## src/rtl/cts_pkg.sv

```systemverilog
// Types and constants shared by the countdown task scheduler files.
package cts_pkg;

    // Widths of the transaction fields.
    localparam int ID_W    = 8;
    localparam int CNT_W   = 8;
    localparam int SLOT_W  = 5;

    // One table entry as it is stored in the slot memory.
    typedef struct packed {
        logic [ID_W-1:0]  id;
        logic [CNT_W-1:0] period;
        logic [CNT_W-1:0] count;
    } t_slot;

endpackage

```

## src/rtl/cts_ram.sv

```systemverilog
// Generic simple dual-port RAM with one write port and a registered read port.
module cts_ram #(
    parameter int WIDTH = 24,
    parameter int DEPTH = 32
) (
    input  logic                                   i_clk,
    input  logic                                   i_wr_en,
    input  logic [((DEPTH > 1) ? $clog2(DEPTH) : 1)-1:0] i_wr_addr,
    input  logic [WIDTH-1:0]                       i_wr_data,
    input  logic [((DEPTH > 1) ? $clog2(DEPTH) : 1)-1:0] i_rd_addr,
    output logic [WIDTH-1:0]                       o_rd_data
);

    logic [WIDTH-1:0] r_mem [DEPTH];
    logic [WIDTH-1:0] r_rd_data;

    // Write port and registered read port.
    always_ff @(posedge i_clk) begin
        if (i_wr_en) begin
            r_mem[i_wr_addr] <= i_wr_data;
        end
        r_rd_data <= r_mem[i_rd_addr];
    end

    assign o_rd_data = r_rd_data;

endmodule

```

## src/rtl/countdown_task_scheduler.sv

```systemverilog
// Countdown task scheduler: slot table in RAM walked by a small sequencer.
//
// Usage. An input transaction is taken at a rising edge where start is high
// and busy is low. i_command low adds a task (id and reload period) to the
// first empty slot; when the table is full the last slot is overwritten and
// o_replaced_last is set. i_command high schedules: every filled slot counts
// down pass after pass and the first slot to reach zero is reloaded and
// reported on o_chosen_slot and o_chosen_task_id. An empty table reports
// o_no_task.
// Each result is shown for one cycle with o_done high; the receiver cannot
// stall it. An add or a schedule on an empty table returns its result in the
// cycle after acceptance and busy never rises. A schedule holds busy while
// one pass reads each slot to find the earliest expiry and a second pass
// rewrites each countdown; both go through the single read port of the slot
// memory, one slot a cycle.
// Reset empties the table; the slot memory itself is not cleared.
module countdown_task_scheduler #(
    parameter int SLOT_COUNT = 32
) (
    input  logic                      i_clk,
    input  logic                      i_rst_n,
    input  logic                      start,
    output logic                      busy,
    input  logic                      i_command,
    input  logic [cts_pkg::ID_W-1:0]  i_new_task_id,
    input  logic [cts_pkg::CNT_W-1:0] i_reload_period,
    output logic                      o_done,
    output logic [cts_pkg::SLOT_W-1:0] o_chosen_slot,
    output logic [cts_pkg::ID_W-1:0]  o_chosen_task_id,
    output logic                      o_no_task,
    output logic                      o_replaced_last
);

    localparam int IW = (SLOT_COUNT > 1) ? $clog2(SLOT_COUNT) : 1;
    localparam int CW = $clog2(SLOT_COUNT + 1);
    localparam int SW = $bits(cts_pkg::t_slot);

    typedef enum logic [1:0] {
        S_IDLE,
        S_SCAN,
        S_UPDATE
    } t_state;

    t_state                    r_state, n_state;
    logic [CW-1:0]             r_filled, n_filled;
    logic [CW-1:0]             r_issue, n_issue;
    logic                      r_pend, n_pend;
    logic [IW-1:0]             r_pend_idx, n_pend_idx;
    logic [cts_pkg::CNT_W-1:0] r_min, n_min;
    logic [IW-1:0]             r_win, n_win;
    logic [cts_pkg::ID_W-1:0]  r_win_id, n_win_id;
    logic                      r_done, n_done;
    logic [cts_pkg::SLOT_W-1:0] r_slot, n_slot;
    logic [cts_pkg::ID_W-1:0]  r_id, n_id;
    logic                      r_no_task, n_no_task;
    logic                      r_replaced, n_replaced;

    logic                      ram_we;
    logic [IW-1:0]             ram_waddr;
    cts_pkg::t_slot            ram_wdata;
    logic [IW-1:0]             ram_raddr;
    logic [SW-1:0]             ram_rdata_raw;
    cts_pkg::t_slot            ram_rdata;

    logic                      issue_more;
    logic                      table_full;
    logic [cts_pkg::CNT_W-1:0] dec_count;
    logic [cts_pkg::CNT_W-1:0] new_count;

    // Slot table memory.
    cts_ram #(
        .WIDTH (SW),
        .DEPTH (SLOT_COUNT)
    ) u_ram (
        .i_clk     (i_clk),
        .i_wr_en   (ram_we),
        .i_wr_addr (ram_waddr),
        .i_wr_data (SW'(ram_wdata)),
        .i_rd_addr (ram_raddr),
        .o_rd_data (ram_rdata_raw)
    );

    assign ram_rdata  = cts_pkg::t_slot'(ram_rdata_raw);
    assign issue_more = (r_issue < r_filled);
    assign table_full = (r_filled >= CW'(SLOT_COUNT));
    assign ram_raddr  = r_issue[IW-1:0];

    // Remaining decrements minus one until the slot being read expires.
    assign dec_count = ram_rdata.count - 8'd1;

    // New countdown in the update pass: the winner reloads, earlier slots
    // took one more decrement in the last pass than later ones.
    always_comb begin
        if (r_pend_idx == r_win) begin
            new_count = ram_rdata.period;
        end else if (r_pend_idx < r_win) begin
            new_count = ram_rdata.count - r_min - 8'd1;
        end else begin
            new_count = ram_rdata.count - r_min;
        end
    end

    // Sequencer next-state logic.
    always_comb begin
        n_state    = r_state;
        n_filled   = r_filled;
        n_issue    = r_issue;
        n_pend     = r_pend;
        n_pend_idx = r_pend_idx;
        n_min      = r_min;
        n_win      = r_win;
        n_win_id   = r_win_id;
        n_done     = 1'b0;
        n_slot     = r_slot;
        n_id       = r_id;
        n_no_task  = r_no_task;
        n_replaced = r_replaced;
        ram_we     = 1'b0;
        ram_waddr  = r_pend_idx;
        ram_wdata  = ram_rdata;

        case (r_state)
            S_IDLE: begin
                if (start) begin
                    if (!i_command) begin
                        // Add: fill the next slot, or the last one when full.
                        ram_we           = 1'b1;
                        ram_wdata.id     = i_new_task_id;
                        ram_wdata.period = i_reload_period;
                        ram_wdata.count  = i_reload_period;
                        if (table_full) begin
                            ram_waddr = IW'(SLOT_COUNT - 1);
                        end else begin
                            ram_waddr = r_filled[IW-1:0];
                            n_filled  = r_filled + CW'(1);
                        end
                        n_done     = 1'b1;
                        n_slot     = 5'(ram_waddr);
                        n_id       = i_new_task_id;
                        n_no_task  = 1'b0;
                        n_replaced = table_full;
                    end else if (r_filled == '0) begin
                        // Schedule on an empty table.
                        n_done     = 1'b1;
                        n_slot     = '0;
                        n_id       = '0;
                        n_no_task  = 1'b1;
                        n_replaced = 1'b0;
                    end else begin
                        n_state = S_SCAN;
                        n_issue = '0;
                        n_pend  = 1'b0;
                    end
                end
            end

            S_SCAN: begin
                // Issue the next read while evaluating the previous one.
                if (issue_more) begin
                    n_issue    = r_issue + CW'(1);
                    n_pend     = 1'b1;
                    n_pend_idx = r_issue[IW-1:0];
                end else begin
                    n_pend = 1'b0;
                end
                if (r_pend) begin
                    if (r_pend_idx == '0 || dec_count < r_min) begin
                        n_min    = dec_count;
                        n_win    = r_pend_idx;
                        n_win_id = ram_rdata.id;
                    end
                    if (!issue_more) begin
                        n_state = S_UPDATE;
                        n_issue = '0;
                        n_pend  = 1'b0;
                    end
                end
            end

            S_UPDATE: begin
                // Read-modify-write of each countdown, one slot a cycle.
                if (issue_more) begin
                    n_issue    = r_issue + CW'(1);
                    n_pend     = 1'b1;
                    n_pend_idx = r_issue[IW-1:0];
                end else begin
                    n_pend = 1'b0;
                end
                if (r_pend) begin
                    ram_we          = 1'b1;
                    ram_wdata.count = new_count;
                    if (!issue_more) begin
                        n_state    = S_IDLE;
                        n_done     = 1'b1;
                        n_slot     = 5'(r_win);
                        n_id       = r_win_id;
                        n_no_task  = 1'b0;
                        n_replaced = 1'b0;
                    end
                end
            end

            default: begin
                n_state = S_IDLE;
            end
        endcase
    end

    // State and registered outputs.
    always_ff @(posedge i_clk) begin
        if (!i_rst_n) begin
            r_state  <= S_IDLE;
            r_filled <= '0;
            r_issue  <= '0;
            r_pend   <= 1'b0;
            r_done   <= 1'b0;
        end else begin
            r_state  <= n_state;
            r_filled <= n_filled;
            r_issue  <= n_issue;
            r_pend   <= n_pend;
            r_done   <= n_done;
        end
        r_pend_idx <= n_pend_idx;
        r_min      <= n_min;
        r_win      <= n_win;
        r_win_id   <= n_win_id;
        r_slot     <= n_slot;
        r_id       <= n_id;
        r_no_task  <= n_no_task;
        r_replaced <= n_replaced;
    end

    assign busy             = (r_state != S_IDLE);
    assign o_done           = r_done;
    assign o_chosen_slot    = r_slot;
    assign o_chosen_task_id = r_id;
    assign o_no_task        = r_no_task;
    assign o_replaced_last  = r_replaced;

endmodule

```

## config.mk

```make
export PLATFORM = sky130hd
export DESIGN_NAME = countdown_task_scheduler
export DESIGN_NICKNAME = d
export VERILOG_FILES = /design/src/rtl/cts_pkg.sv /design/src/rtl/cts_ram.sv /design/src/rtl/countdown_task_scheduler.sv
export SDC_FILE = /design/constraint.sdc
export NUM_CORES = 1
export LEC_CHECK = 0
export ABC_AREA = 1
export BUFFER_PORTS_ARGS = -buffer_cell sky130_fd_sc_hd__buf_4
export CAP_MARGIN = 30
export CORE_MARGIN = 10
export CORE_UTILIZATION = 59
export DETAILED_ROUTE_END_ITERATION = 10
export PLACE_DENSITY = 0.79
export SYNTH_ARGS = -nofsm -noshare
export SYNTH_HDL_FRONTEND = slang
export SYNTH_SLANG_ARGS = --single-unit
export TNS_END_PERCENT = 1
```

## constraint.sdc

```tcl
create_clock -name i_clk -period 7.5 [get_ports i_clk]
set_clock_uncertainty 0.1 [all_clocks]
set_input_delay 0.75 -clock i_clk [delete_from_list [all_inputs] [get_ports i_clk]]
set_output_delay 0.75 -clock i_clk [all_outputs]
set_load 0.005 [all_outputs]
```

==> metrics.yaml <==
clockRootBuffer: "clkbuf_16"
post-route-period-util: 0.5654
grt_pass1_wl_mm: 137.5
firstDrtPassIters: 7
cpMaxStageDelayCell: "nor2_4"
drtIter0Drc: 3732
antenna_cells: 0
syn_nets: 2766
crit_chain: "inv_1 > ha_1 > inv_2 > nor2_2 > nand2_2 > inv_2 > nand2_1 > o21ai_0 > a21oi_1 > nand2_1 > buf_8 > nor2_4"
grt_antenna_before_repair: 1
startpoint_type: "flop"
timing.slew.headroom: 0.1408
end_kind: "flop"
p_total_w: 0.01112
ctsHoldBuffers: 0
ys_ff_latch: 849
ioPinCount: 37
synth_ff_type: "edfxtp_1"
clkSlewWorstSetupHoldPaths_ps: 60
first_global_vias: 21750
routed_wl_mm: 93.51
clk_latency_ps: 640
netlist.area_leader.share: 0.7092
status: "completed"
hold_class: "in -> reg"
cts_tree: "built"
synth_most_common_cell: "edfxtp_1"
r2r_start: "r_state[1]"
max_stage_delay_ps: 630
synth-seq-area-share: 0.7325
drive_gt1_frac: 0.09222
grtUsageTotal: 0.2720
synth_area_leaders: "edfxtp_1 (71%), o21ai_0 (6.2%), nor2_1 (5.0%)"
num_rows: 88
hold_depth: 3
grt_max_degree: 202
required_ps: 7650
die_area_um2: 68100
io_buffers: 36
maxCapViolCount: 0
via_per_inst: 6.502
power.leakage_nw: 12.75
power.internal_w: 0.008246
synthCells: 2710
cts_made_buffers: 82
grt_setup_unrepaired: "false"
fill_cells: 3853
nNetsFinal: 2761
via_count: 22950
top_layer: "met5"
setup_viol: 0
r2r_cells: 12
combinationalPowerShare: 0.126
async_reset_ff_frac: 0
pwr-share-seq: 0.516
wl_met2_mm: 41.70
antenna_left: 0
syn_area_um2: 34260
ys_top_cells_by_count: "edfxtp_1 (809), nor2_1 (455), o21ai_0 (421)"
yosys_warnings: 0
grt_overflow_total: 0
clockPowerShare: 0.358
initial_core_util: 0.5949
switchingPower_w: 0.002871
setup_tns_ps: 0
r2r-end: "u_ram.r_mem[14][16]"
rrSetupSlack_ps: 3260
core_um2: 57590
postSynthAreaPerCell_um2: 12.64
cts.sinks: 849
period_needed_ps: 4240
power_density_nw_per_um2: 290.4
wl_per_cell_um: 26.49
cp_max_fo: 27
fmax_mhz: 235.8
drc: 0
place_hpwl_mm: 55.11
cts_resized: 0
report.final.hold_viol_count: 0
synth_edf_count: 809
crit_arrival_ps: 4390
whs_endpoint: "r_filled[3]"
critPathKind: "reg -> reg"
cts_setup_buffers: 0
ir_drop_v: 0.0001869
met1_length_mm: 34.49
yosys.area.top_type: "edfxtp_1"
ys_types: 40
met3WireLength_mm: 12.02
hp-start: "i_rst_n"
die-width_um: 261.0
die_h_um: 261.0
worstMarginPinSlew_ps: 1289
htreeDepth: 3
gp_congestion: 0.9582
area_delta_synth_final_pct: 11.73
p_sw_frac: 0.2583
clock_path_buffers: 3
slew_viol_final: 0
[power groups by stage]
stage	registers, W	clock network [W]	logic (W)
global route	0.00575	0.00418	0.00146
floorplan	0.00584	0	0.000587
global placement	0.00583	0	0.00123
detailed placement	0.00584	0	0.00132
finish	0.00574	0.00398	0.00140
CTS	0.00574	0.00399	0.00133
[worst max-delay path, delay by kind of cell (launching register included)]
family	cells	cell delay, ps
flops	1	380
fa+ha+maj	1	270
simple gates	5	1810
compound gates	2	370
buf+inv	4	900
[cells by family after synthesis]
family | count (synthesis) | share of synthesized area
xor+xnor | 11 | 0.002813
flops | 849 | 0.7325
buf+inv | 273 | 0.03331
compound gates | 730 | 0.1227
simple gates | 811 | 0.09529
fa+ha+maj | 36 | 0.01337
[flip-flops by register name, summed over array words and instances, names as in the netlist, 6 cells and up]
| register | cells |
|---|---|
| u_ram.r_mem | 768 |
| u_ram.o_rd_data | 24 |
| o_chosen_task_id | 8 |
| r_min | 8 |
| r_win_id | 8 |
| r_filled | 6 |
| r_issue | 6 |
[how the worst max path moves through the flow]
| stage | endpoint | start | slack (ps) | depth (start not counted) |
|---|---|---|---|---|
| after floorplan | o_chosen_slot[0] | r_filled[5] | 3160 | 7 |
| after global placement | u_ram.r_mem[30][11] | i_command | 3140 | 8 |
| after detailed placement | u_ram.r_mem[14][20] | i_command | 3350 | 9 |
| after CTS | u_ram.r_mem[14][16] | r_state[0] | 3400 | 12 |
| after global routing | u_ram.r_mem[14][16] | r_state[1] | 3090 | 12 |
| final | u_ram.r_mem[14][16] | r_state[1] | 3260 | 12 |
[cell usage in the layout, fill, tap and decap left out, drive strengths merged]
master / count
xnor2: 2
clkbuf: 104
ha: 35
dfxtp: 40
a21oi: 34
o21bai: 3
fa: 1
o21a: 6
nor3: 4
a21boi: 1
o221ai: 71
clkinv: 36
nand2: 240
o2111ai: 1
buf: 77
nor4: 3
o22ai: 125
nand3b: 1
xor2: 9
bufinv: 4
a2111oi: 1
a31oi: 3
a211oi: 1
o21ai: 449
a22oi: 4
o211ai: 31
edfxtp: 809
nor2: 458
inv: 107
nand3: 68
or2: 2
nand4: 35
[layer usage]
| layer | global-route usage | up-vias |
|---|---|---|
| li1 | - | 10010 |
| met1 | 0.3679 | 11150 |
| met2 | 0.4034 | 1537 |
| met3 | 0.06950 | 254 |
| met4 | 0.1447 | 2 |
| met5 | 0 | - |
[final cells by class]
type                       count  area [µm²]  area share
inverter                     107       411.6     0.01076
clock buffer                 104        2240     0.05852
multi-input combinational   1588        8453      0.2209
sequential                   849       25110      0.6560
clock inverter                40       320.3    0.008369
tap                          765       957.2     0.02501
timing repair buffer          77       785.8     0.02053
[through the flow]
stage | hold slack, ps | cell area (µm²) | std cells | setup WS [ps] | util
after global routing | 335.7 | 38270 | 3530 | 3086 | 0.6647
after global placement | 318.1 | 35450 | 3373 | 3139 | 0.6155
after detailed placement | 317.9 | 35670 | 3384 | 3353 | 0.6195
after CTS | 303.9 | 38230 | 3528 | 3396 | 0.6640
final | 313.5 | 38270 | 3530 | 3260 | 0.6647
after floorplan | 308.6 | 34260 | 2710 | 3162 | -
(Power assumes the default switching activity.)
